### src/rtl/core/gblur_pkg.sv
// Shared types and constants for the Gaussian line blur.
package gblur_pkg;
   localparam int COLOR_W  = 8;
   localparam int WEIGHT_W = 16;
   localparam int TAP_REGS = 7;
   localparam int CSR_W    = 3;
   localparam int RAD_W    = 3;

   localparam logic [CSR_W-1:0] CSR_RADIUS = 3'd0;

   typedef struct packed {
      logic [COLOR_W-1:0] red;
      logic [COLOR_W-1:0] green;
      logic [COLOR_W-1:0] blue;
   } pixel_type;

   typedef logic [TAP_REGS-1:0][WEIGHT_W-1:0] tap_arr_type;
endpackage

### src/rtl/core/gblur_div.sv
// Restoring divider, one quotient bit per cycle for all three colors.
module gblur_div #(
   parameter int ACC_W = 28
) (
   input  logic                  clock,
   input  logic                  reset,
   input  logic                  start,
   input  logic [3:0][ACC_W-1:0] num,
   output logic [2:0][7:0]       quo_ff,
   output logic                  done_ff
);
   import gblur_pkg::*;

   localparam int DW = ACC_W + 8;

   logic [2:0][DW-1:0] rem_ff;
   logic [ACC_W-1:0]   den_ff;
   logic [2:0]         bit_ff;
   logic               busy_ff;
   logic [DW-1:0]      den_sh;

   assign den_sh = DW'(den_ff) << bit_ff;

   always_ff @(posedge clock) begin
      if (reset) begin
         busy_ff <= 1'b0;
         done_ff <= 1'b0;
      end else begin
         done_ff <= busy_ff && (bit_ff == 3'd0);
         if (start) begin
            busy_ff <= 1'b1;
         end else if (busy_ff && (bit_ff == 3'd0)) begin
            busy_ff <= 1'b0;
         end
      end
      if (start) begin
         for (int c = 0; c < 3; c++) begin
            rem_ff[c] <= DW'(num[c]);
         end
         den_ff <= num[3];
         bit_ff <= 3'd7;
      end else if (busy_ff) begin
         for (int c = 0; c < 3; c++) begin
            if (rem_ff[c] >= den_sh) begin
               rem_ff[c]         <= rem_ff[c] - den_sh;
               quo_ff[c][bit_ff] <= 1'b1;
            end else begin
               quo_ff[c][bit_ff] <= 1'b0;
            end
         end
         bit_ff <= bit_ff - 3'd1;
      end
   end
endmodule

### config.mk
export PLATFORM = sky130hd
export DESIGN_NAME = gblur_div
export DESIGN_NICKNAME = d
export VERILOG_FILES = /design/src/rtl/core/gblur_pkg.sv /design/src/rtl/core/gblur_div.sv
export SDC_FILE = /design/constraint.sdc
export NUM_CORES = 1
export LEC_CHECK = 0
export BUFFER_PORTS_ARGS = -buffer_cell sky130_fd_sc_hd__buf_2
export CORE_MARGIN = 2
export CORE_UTILIZATION = 60
export DETAILED_ROUTE_END_ITERATION = 8
export GPL_TIMING_DRIVEN = 0
export PLACE_DENSITY = 0.81
export SYNTH_ARGS = -nofsm -noshare
export SYNTH_HDL_FRONTEND = slang
export SYNTH_SLANG_ARGS = --single-unit
### constraint.sdc
create_clock -name clock -period 6.3 [get_ports clock]
set_input_delay 0.315 -clock clock [delete_from_list [all_inputs] [get_ports clock]]
set_output_delay 0.315 -clock clock [all_outputs]
set_load 0.01 [all_outputs]
==> impl_metrics.toml <==
[outcome]
status = "complete, no violations"

[cells_and_area]
finalNonFillerCells = 1742
fin_nets = 1684
syn_to_final_growth_pct = 13.2
antenna_cells = 0
finish.utilization_pct = 69.5
drive_above_1_share_pct = 15.4

[yosys]
yosysWarnings = 0
yosysSeqAreaShare_pct = 37.3
syn-instance-count = 1300
synthAdderAreaFrac_pct = 11.2
synth_xor_area_share_pct = 6.59
synth_area_sq_mm = 0.0125
synthFlopType = "edfxtp_1"
synth_top_family_by_area = "compound AO/OA/AOI/OAI gates"
synth.avg_cell_area_sq_um = 9.62
synth_edf_count = 136
synth_compound_area_share_pct = 23.5
yosys.cell_types.count = 78
ys_ff_latch = 165
synthSimpleGateAreaFrac_pct = 12.9
async_reset_ff_share_pct = 0
muxShareOfSynthArea_pct = 5.84
syn-num-nets = 1525

[floorplan]
start_util_pct = 61.4
die_area_sq_mm = 0.0220
core.rowCount = 52
ios = 140
die_y_microns = 148
core-area_sq_mm = 0.0204
die_w_microns = 148

[timing]
setup_viol = 0
max_freq_mhz = 169
hold_violations = 0
fin_skew_ns = 0.00935
finalMaxSlewViolations = 0
hold_ws_ns = 0.0351
tightest_slew_ns = 1.30
period_share_pct = 93.7
relSlewSlack_pct = 12.5
period_needed_ns = 5.90
setup_slack_ns = 0.395
rsz0062_at_grt = "no"

[global_route]
grt_max_degree = 30
overflow = 0
grt_pass1_vias = 10700
grt_antenna_before_repair = 0
grt_pass1_wl_mm = 55.8
grtUsageTotal_pct = 32.8

[pwr]
p_leak_uw = 0.00605
power.density_mw_per_mm2 = 265
totalPowerFinal_uw = 3760
ir_worst_vdd_mv = 0.202

[placed_design]
placed_cells = 1709
hpwl_mm = 27.2
dpl_worst_slack_ns = -0.419
gp_congestion = 1.02
io_buffers = 139

[flow_run]
drv_cap = 0

[worst_setup_path]
required_ns = 6.37
worst-endpoint-arrival_ns = 5.98
crit_path_max_fanout = 14
critPathKind = "reg2reg"
cp-end-kind = "flip-flop"
start_kind = "flip-flop"

[cts]
cts_setup_buffers = 0
clk_pin_slew_ns = 0.07
clock_latency_ns = 0.45
cts.sinks = 165
cts-hold-fix-buffers = 0
cts_inserted_buffers = 17
cts_tree = "yes"
cts_buffer_depth = 2
cts_root_buffer = "clkbuf_16"
cts_htree_levels = 4

[hold_path]
hold_path.class = "in2reg"

[route]
drc_errors = 0
drt_iter0_drc = 1094
drt-total-wl_mm = 36.0
dr.pass1.iters = 5
num_vias = 11100
wl_per_cell_microns = 20.7
antenna_left = 0
avgViaCountPerCell = 6.38
worst max-delay path, stage by stage, from the launching register on:
cell        delay, ns
dfxtp_1          0.50
buf_1            0.62
mux4_2           0.61
mux2i_1          0.48
ha_1             0.41
a21o_1           0.20
a21o_1           0.17
a21oi_1          0.24
o221a_2          0.27
o21ai_1          0.08
a2111o_1         0.40
o21ai_1          0.12
o21ai_1          0.34
a21oi_4          0.54
clkinvlp_4       0.51
power by group:
| group | switching [uW] | internal (uW) | leakage, uW |
|---|---|---|---|
| clock | 527 | 531 | 0.000281 |
| combinational | 859 | 550 | 0.00419 |
| sequential | 38.4 | 1250 | 0.00158 |
cell families after synthesis:
logic type / count (synthesis)
xor+xnor: 94
mux: 51
compound gates: 454
buf+inv: 87
simple gates: 339
flops: 165
fa+ha+maj: 110
layer usage:
metal  up-vias  share of wire (%)  GRT usage [%]  wire length, microns
li1       5254                  -              -                     -
met4         0                2.9           10.3                  1060
met3        80                8.5           5.55                  3050
met1      5190                 42           44.6                 15200
met2       596                 46           53.8                 16700
met5         -                  0              0                     0
layout make-up:
type / count / area (sq um)
plain buffers: 54 / 211
clock buffers: 17 / 425
clock inverters: 15 / 161
fillers: 1601 / 6210
inverters: 33 / 128
multi-input cells: 1048 / 7520
flip-flops and latches: 165 / 4660
well taps: 270 / 338
repair buffers: 139 / 696
repair inverters: 1 / 7.51
path summary, 6_finish.rpt:
kind | depth (start not counted) | slack [ns] | to | start
min | 1 | 0.04 | den_ff[6] | num[90]
max reg2reg | 14 | 0.40 | rem_ff[41] | bit_ff[0]
max | 14 | 0.40 | rem_ff[41] | bit_ff[0]
min reg2reg | 2 | 0.47 | rem_ff[103] | rem_ff[103]
placed cells by master (no fill, tap or decap), types with 4 or more instances in the layout:
master / n
dfxtp_1: 29
nand2b_1: 8
xor2_1: 41
a31oi_1: 9
o21bai_1: 14
o31ai_1: 7
o21ai_0: 117
mux4_2: 17
a21boi_0: 4
nand2_1: 143
nor4_1: 4
mux2i_1: 31
inv_1: 30
o21ai_1: 9
o31a_1: 5
nand3_1: 26
clkbuf_16: 17
o21a_1: 10
nand4_1: 23
buf_2: 145
inv_8: 6
nor2b_1: 28
a21o_1: 52
xnor2_1: 53
edfxtp_1: 136
buf_1: 4
a22o_1: 47
o22ai_1: 4
a211oi_1: 17
nor2_1: 53
a21oi_1: 126
clkinvlp_4: 4
ha_1: 107
nor3_1: 19
and3_1: 11
clkbuf_1: 43
synth_stat cells, types with 3 or more instances:
library cell	instances	area share, %
dfxtp_1	29	4.6
a22o_1	47	3.3
a211oi_1	17	1.0
a31oi_1	9	0.45
buf_2	5	0.20
nand2b_1	8	0.40
edfxtp_1	136	33
nor2b_1	28	1.4
or2_2	3	0.15
o31a_1	5	0.35
nand2_1	143	4.3
o21ai_0	117	4.7
o211ai_1	3	0.18
nand3_1	26	1.0
o22ai_1	4	0.20
nand4_1	23	1.2
nor4_1	4	0.20
or3_1	3	0.15
o21a_1	10	0.60
a21oi_2	4	0.28
and3_1	11	0.55
inv_1	31	0.93
nor3_1	20	0.80
buf_1	5	0.15
mux4_2	17	3.1
ha_1	107	11
fa_1	3	0.48
a2111oi_0	3	0.21
a21boi_0	4	0.24
o21bai_1	14	0.84
o31ai_1	7	0.42
and2_1	3	0.15
nor2_1	53	1.6
mux2i_1	31	2.5
xor2_1	41	2.9
xnor2_1	53	3.7
clkbuf_1	43	1.3
o21ai_1	9	0.36
a21oi_1	126	5.0
a21o_1	52	3.1
timing repair:
item	CTS	global route
endpoints found under the setup margin	28	44
gates resized for setup	5	2
cloned	1	0
through the flow:
step	setup TNS, ns	area [sq um]
3_5_place_dp	-11.66	13500
6_report	0	14200
3_3_place_gp	-7.15	13500
4_1_cts	0	14100
2_1_floorplan	0	12500
5_1_grt	0	14200
(Power assumes the default switching activity.)
