===== src/rtl/core/gblur_pkg.sv =====
// Shared types and constants for the Gaussian line blur.
package gblur_pkg;
   localparam int COLOR_W  = 8;
   localparam int WEIGHT_W = 16;
   localparam int TAP_REGS = 7;
   localparam int CSR_W    = 3;
   localparam int RAD_W    = 3;

   localparam logic [CSR_W-1:0] CSR_RADIUS = 3'd0;

   typedef struct packed {
      logic [COLOR_W-1:0] red;
      logic [COLOR_W-1:0] green;
      logic [COLOR_W-1:0] blue;
   } pixel_type;

   typedef logic [TAP_REGS-1:0][WEIGHT_W-1:0] tap_arr_type;
endpackage


===== src/rtl/core/gblur_cell.sv =====
// Window cell: holds one pixel and adds its weighted term to the passing sums.
module gblur_cell #(
   parameter int IDX   = 0,
   parameter int LW    = 13,
   parameter int ACC_W = 28
) (
   input  logic                          clock,
   input  logic                          reset,
   input  logic                          shift_en,
   input  gblur_pkg::pixel_type          pix_in,
   input  logic [LW-1:0]                 n_cnt,
   input  logic [LW-1:0]                 pos_lag,
   input  logic [gblur_pkg::RAD_W-1:0]   rad,
   input  gblur_pkg::tap_arr_type        taps,
   input  logic [3:0][ACC_W-1:0]         sum_in,
   output gblur_pkg::pixel_type          pix_ff,
   output logic [3:0][ACC_W-1:0]         sum_ff
);
   import gblur_pkg::*;

   logic signed [LW+1:0]  diff;
   logic [LW+1:0]         mag;
   logic                  use_tap;
   logic [WEIGHT_W-1:0]   w;
   logic [3:0][ACC_W-1:0] sum_in_next;

   always_comb begin
      diff    = $signed({2'b00, pos_lag}) - $signed((LW+2)'(IDX));
      mag     = diff[LW+1] ? (LW+2)'(-diff) : (LW+2)'(diff);
      use_tap = ((LW+1)'(IDX) < {1'b0, n_cnt}) && (mag <= (LW+2)'(rad));
      w       = use_tap ? taps[mag[RAD_W-1:0]] : '0;
      sum_in_next[0] = sum_in[0] + ACC_W'(w) * ACC_W'(pix_ff.red);
      sum_in_next[1] = sum_in[1] + ACC_W'(w) * ACC_W'(pix_ff.green);
      sum_in_next[2] = sum_in[2] + ACC_W'(w) * ACC_W'(pix_ff.blue);
      sum_in_next[3] = sum_in[3] + ACC_W'(w);
   end

   always_ff @(posedge clock) begin
      if (reset) begin
         pix_ff <= '0;
      end else if (shift_en) begin
         pix_ff <= pix_in;
      end
      sum_ff <= sum_in_next;
   end
endmodule


===== config.mk =====
export PLATFORM = sky130hd
export DESIGN_NAME = gblur_cell
export DESIGN_NICKNAME = d
export VERILOG_FILES = /design/src/rtl/core/gblur_pkg.sv /design/src/rtl/core/gblur_cell.sv
export SDC_FILE = /design/constraint.sdc
export NUM_CORES = 1
export LEC_CHECK = 0
export BUFFER_PORTS_ARGS = -buffer_cell sky130_fd_sc_hd__buf_2
export CORE_ASPECT_RATIO = 0.8
export CORE_MARGIN = 10
export CORE_UTILIZATION = 45
export CTS_BUF_LIST = sky130_fd_sc_hd__clkbuf_2
export CTS_CLUSTER_DIAMETER = 100
export DETAILED_ROUTE_END_ITERATION = 8
export GPL_ROUTABILITY_DRIVEN = 0
export GPL_TIMING_DRIVEN = 1
export PLACE_DENSITY = 0.68
export SLEW_MARGIN = 0
export SYNTH_ARGS = -nofsm -noshare
export SYNTH_HDL_FRONTEND = slang
export SYNTH_SLANG_ARGS = --single-unit

===== constraint.sdc =====
create_clock -name clock -period 14.6 [get_ports clock]
set_input_delay 0.73 -clock clock [delete_from_list [all_inputs] [get_ports clock]]
set_output_delay 0.73 -clock clock [all_outputs]
set_load 0.01 [all_outputs]

==> run_results.csv, run 1 <==
group,metric,value,unit
timing,period_needed,6.96,ns
clock_network,cts.clk_slew.worst_paths,0.27,ns
pwr,ir_drop,0.0707,mV
setup_path,timing.rr.end,"sum_ff[54]",
timing,rsz0062_at_grt,"no",
logic_synthesis,yosysSeqAreaShare,0.134,
timing,max_freq,0.144,GHz
grt,grt_use_met2,0.407,
setup_path,startpoint_type,"primary input",
worst_hold_path,hp-class,"primary input to flip-flop",
grt,antenna_found_initial,5,
setup_path,r2r_slack,8.89,ns
clock_network,htree_levels,4,
timing,slew_violations,0,
logic_synthesis,synth_edf_count,0,
grt,grt_pass1_wl,105,mm
cells_and_area,num-fill-cells,4154,
floorplan,ios,416,
grt,grt_use_met1,0.316,
drt,wire_per_inst,19.2,microns
floorplan,dieArea,54300,sq um
floorplan,die_w,258,microns
setup_path,cp.arrival,7.83,ns
clock_network,cts_sinks,136,
clock_network,clkLatencyLatePin,0.97,ns
drt,drtIter0Drc,1436,
cells_and_area,area_growth,16.2,%
drt,vias,18009,
grt,first_global_vias,18884,
cells_and_area,drive_above_1_share,0.184,
clock_network,cts_tree,"built",
grt,grtUsageMet3,0.0555,
grt,grt-busiest-layer,"met2",
timing,layout_worst_path_cycle_share,0.476,
setup_path,worstReg2RegStart,"pix_ff[9]",
logic_synthesis,yosys-top-cells-count,"inv_1, nor2_1, fa_1",
logic_synthesis,ys_top_cells_by_area,"fa_1, dfxtp_1, ha_1",
logic_synthesis,ys_types,76,
cells_and_area,final_nets,3545,
logic_synthesis,syn-cell-area,20400,sq um
place,hpwl,53.0,mm
clock_network,cts_root_buf,"clkbuf_2",
setup_path,critPathCaptureType,"flip-flop",
setup_path,setup.worst_path.end,"sum_ff[54]",
logic_synthesis,synth_area_leader_cell,"fa_1",
floorplan,die_h,210,microns
grt,grt_overflow,0,
clock_network,cts_buffer_depth,2,
timing,finalSetupTns,0,ns
timing,setup_viol,0,
floorplan,rows,69,
grt,track_usage,0.243,
place,dpl.cell_count,3315,
floorplan,core_area,44500,sq um
timing,relSlewSlack,0.262,
cells_and_area,final_cells,3402,
run_status,status,"completed",
setup_path,cp_max_fo,58,
drt,drt_first_pass_iters,8,
pwr,p_per_area,42.0,nW/um^2
logic_synthesis,yosys.area.top_type_share,0.313,
place,portBuffers,415,
clock_network,cts_buffers,17,
logic_synthesis,synthArstFlopShare,0,
setup_path,path_class,"primary input to flip-flop",
pwr,p_leak,12.8,nW
drt,ant_nets,0,
drt,routed_wl,65.3,mm
logic_synthesis,synth.most_common_cell,"inv_1",
floorplan,initial_utilization,0.458,
logic_synthesis,yosysWarnings,0,
drt,drc,0,
logic_synthesis,synth_area_per_cell,8.56,sq um
timing,hold_viol,0,
logic_synthesis,ys_ff_latch,136,
setup_path,crit_start,"pos_lag[2]",
worst_hold_path,min_from,"sum_in[88]",
drt,vias_per_cell,5.29,
flow_run,drv_cap,0,
logic_synthesis,synthCells,2381,
timing,clock-skew-final,0.0598,ns
setup_path,r2r_cells,17,
logic_synthesis,syn_nets,3146,
setup_path,cp.required,15.48,ns
grt,grt_max_degree,59,
timing,worst_slew_pin_slew,1.11,ns
logic_synthesis,ys.flop_type,"dfxtp_1",
==> metrics by stage <==
stage               utilization  setup WS [ns]  instance area, sq um  hold WS [ns]  total power [mW]
floorplan                     -           7.84                 20400         0.543             0.563
global placement          0.514           6.98                 22900         0.545             0.694
detailed placement        0.514           6.79                 22900         0.541             0.699
CTS                       0.531           7.87                 23700        0.0108              1.00
global route              0.532           7.26                 23700        0.0217              1.05
finish                    0.532           7.64                 23700         0.107             0.994
==> cells in the final DEF (no fill, tap or decap), drive strengths merged, types with 4 or more instances in the layout <==
master         n
o21bai        10
o31ai          6
nand3         48
nor3          20
xnor2         63
nand2        113
and3          11
nand2b        66
and2          30
ha           166
buf          431
or4b           4
dfxtp        136
o211ai        19
nor2b         23
nand4         16
o2111ai        4
diode          6
clkbuf        17
a21o          47
o21ai         62
inv          528
or2            5
mux2i         41
mux4          16
nor2         335
o311ai         5
nor4           7
a2111oi        4
a211oi        10
a21oi         90
o21a           7
xor2          18
a221oi         7
a31oi         10
a211o          4
dlygate4sd3   49
fa           319
==> sequential cells by signal (all words and copies together) (netlist names) <==
name and cells:
sum_ff 112, pix_ff 24
==> worst max-delay path, stage by stage <==
cell       delay, ns
buf_2           0.64
ha_1            0.31
nor2b_1         0.07
nor3_1          0.13
nand4_1         0.13
nor3_2          0.16
buf_4           0.50
and2_1          0.59
nand2b_1        0.15
fa_1            0.53
inv_1           0.05
fa_1            0.48
fa_1            0.54
inv_1           0.05
fa_1            0.47
inv_1           0.04
ha_1            0.33
o21ai_0         0.16
a2111oi_0       0.87
nand3_1         0.20
nand3_1         0.22
o31ai_4         0.09
o21ai_0         0.23
xnor2_1         0.14
==> power by group <==
part	switching (mW)	leakage, nW	internal, mW	total, mW
clock	0.185	0.168	0.104	0.289
sequential	0.0129	1.14	0.393	0.406
combinational	0.182	11.5	0.118	0.299
total	0.379	12.8	0.615	0.994
==> how the worst min path moves through the flow <==
| stage | depth (start not counted) | slack (ns) | end |
|---|---|---|---|
| floorplan | 2 | 0.54 | pix_ff[0] |
| global placement | 2 | 0.55 | pix_ff[19] |
| detailed placement | 2 | 0.54 | pix_ff[19] |
| CTS | 3 | 0.01 | sum_ff[88] |
| global route | 3 | 0.02 | sum_ff[108] |
| finish | 3 | 0.11 | sum_ff[88] |
==> routing by layer <==
metal / share of wire / up-vias
li1: - / 8231
met1: 0.42 / 8937
met2: 0.48 / 771
met3: 0.086 / 70
met4: 0.018 / 0
met5: 0 / -
==> final cells by class <==
cell class,instances,area (sq um),share of cell area
clock inverter,15,206,0.00871
antenna,6,15.0,0.000634
multi-input combinational,1626,15300,0.645
clock buffer,17,85.1,0.00359
timing repair buffer,480,2690,0.113
inverter,519,1950,0.0822
tap,603,754,0.0318
sequential,136,2720,0.115
==> kinds of logic after synthesis <==
family	count (synthesis)	synth area share
mux	58	0.0384
compound gates	310	0.103
xor+xnor	81	0.0348
flops	136	0.134
buf+inv	619	0.120
simple gates	692	0.155
fa+ha+maj	485	0.415
==> what timing repair did <==
| item | 4_1_cts | 5_1_grt |
|---|---|---|
| setup buffers | 0 | 0 |
| hold buffers | 49 | 0 |
| resized for setup | 0 | 0 |
| hold endpoints to repair | 45 | 0 |
Power figures use the tool's default switching activity.
==> run 2, diff against run 1 <==
Clock period 14.6 ns to 6.9 ns, I/O delays scaled along.
==> run 2 against run 1 <==
Sequential power is 110% higher; register-to-register slack worse by 8.1 ns; first-iteration DRC count decreased by 14%; critical endpoint is now sum_ff[53]; largest power group unchanged.
==> run_results.csv, run 2 (same netlist as run 1, synthesis figures left out) <==
group,metric,value,unit
run_status,status,"completed",
grt,grt_pass1_wl,104,mm
setup_path,critPathCaptureType,"flip-flop",
clock_network,cts.clk_slew.worst_paths,0.27,ns
setup_path,path_class,"primary input to flip-flop",
timing,clock-skew-final,0.0581,ns
cells_and_area,regMostFlops,"sum_ff",
cells_and_area,drive_above_1_share,0.185,
clock_network,cts_tree,"built",
cells_and_area,reg.largest.list,"sum_ff x112, pix_ff x24",
clock_network,holdBufCountCts,112,
timing,setup_viol,0,
drt,wire_per_inst,18.6,microns
floorplan,rows,69,
cells_and_area,final_cell_mix,"inv_1, buf_2, nor2_1",
cells_and_area,largest_reg_flops,112,
clock_network,cts_buffer_depth,2,
cells_and_area,final_nets,3631,
drt,drt_first_pass_iters,6,
timing,max_freq,0.157,GHz
floorplan,core_area,44500,sq um
pwr,total_power,2.10,mW
setup_path,startpoint_type,"primary input",
worst_hold_path,hp-class,"primary input to flip-flop",
drt,vias_per_cell,5.20,
floorplan,ios,416,
clock_network,cts_root_buf,"clkbuf_2",
setup_path,cp.required,7.77,ns
place,portBuffers,415,
setup_path,cp_max_fo,58,
timing,hold_viol,0,
cells_and_area,area_growth,20.3,%
grt,grtUsageMet3,0.0671,
pwr,p_leak,13.3,nW
pwr,p_per_area,85.9,nW/um^2
drt,drtIter0Drc,1229,
cells_and_area,final_cells,3492,
cells_and_area,final_common_cell,"inv_1",
clock_network,cts_sinks,136,
grt,grt-busiest-layer,"met2",
grt,grt_max_degree,59,
floorplan,die_h,210,microns
flow_run,drv_cap,0,
grt,track_usage,0.243,
floorplan,dieArea,54300,sq um
timing,rsz0062_at_grt,"no",
clock_network,htree_levels,4,
timing,relSlewSlack,0.365,
pwr,ir_drop,0.0908,mV
place,dpl.cell_count,3338,
timing,finalWorstSetupSlack,0.535,ns
floorplan,die_w,258,microns
timing,worst_hold_slack,0.0845,ns
grt,antenna_found_initial,10,
drt,vias,18161,
place,post-place-ws,0.265,ns
clock_network,cts_resized,0,
grt,grt_overflow,0,
clock_network,clkLatencyLatePin,0.94,ns
grt,first_global_vias,19299,
timing,finalSetupTns,0,ns
floorplan,initial_utilization,0.458,
place,hpwl,53.7,mm
timing,layout_worst_path_cycle_share,0.922,
timing,period_needed,6.36,ns
drt,drc,0,
grt,grt_use_met2,0.408,
drt,routed_wl,65.1,mm
drt,ant_nets,0,
clock_network,cts_setup_buffers,0,
timing,slew_violations,0,
setup_path,cp.arrival,7.24,ns
grt,grt_use_met1,0.300,
timing,worst_slew_pin_slew,0.952,ns
clock_network,cts_buffers,17,
## run 2: metrics by stage
step,util,cell area (sq um)
2_1_floorplan,-,20400
3_3_place_gp,0.518,23100
3_5_place_dp,0.518,23100
4_1_cts,0.550,24500
5_1_grt,0.550,24500
6_report,0.550,24500
## run 2: cell type report
cell class / count / area, sq um
Fill cell: 4131 / 20000
Multi-Input combinational cell: 1626 / 15300
Timing Repair Buffer: 566 / 3520
Sequential cell: 136 / 2720
Inverter: 519 / 1950
Tap cell: 603 / 754
Clock inverter: 15 / 188
Clock buffer: 17 / 85.1
Antenna cell: 10 / 25.0
## run 2: worst max-delay path, cell delays in order
cell and delay (ns):
buf_2 0.09, or4_1 0.51, nor4_1 0.36, nor3_2 0.10, buf_12 0.21, nand2_1 0.45, nor2_1 0.15, fa_1 0.56
inv_1 0.05, fa_1 0.47, inv_1 0.05, fa_1 0.47, inv_1 0.05, fa_1 0.49, inv_1 0.05, ha_1 0.37
a21o_1 0.22, a211oi_1 0.37, o211ai_1 0.22, a31oi_4 0.23, o21ai_2 0.12, nand4b_1 0.10, dlygate4sd3_1 0.55, nand3_1 0.06
dlygate4sd3_1 0.54
## run 2: final timing paths
kind,end,cells past startpoint,from,slack (ns)
hold / removal,sum_ff[80],5,sum_in[79],0.08
setup reg to reg,sum_ff[53],18,pix_ff[10],0.76
hold reg to reg,sum_ff[28],2,pix_ff[8],0.77
setup / recovery,sum_ff[53],25,n_cnt[0],0.54
## run 2: power breakdown
group | internal, mW | switching, mW
combinational | 0.282 | 0.385
clock | 0.212 | 0.364
sequential | 0.831 | 0.0293
total | 1.33 | 0.779
## run 2: metal layers
metal | vias to the layer above | part of all wire
met1 | 8942 | 0.41
met4 | 4 | 0.028
met5 | - | 0.0010
met2 | 697 | 0.48
li1 | 8411 | -
met3 | 107 | 0.082
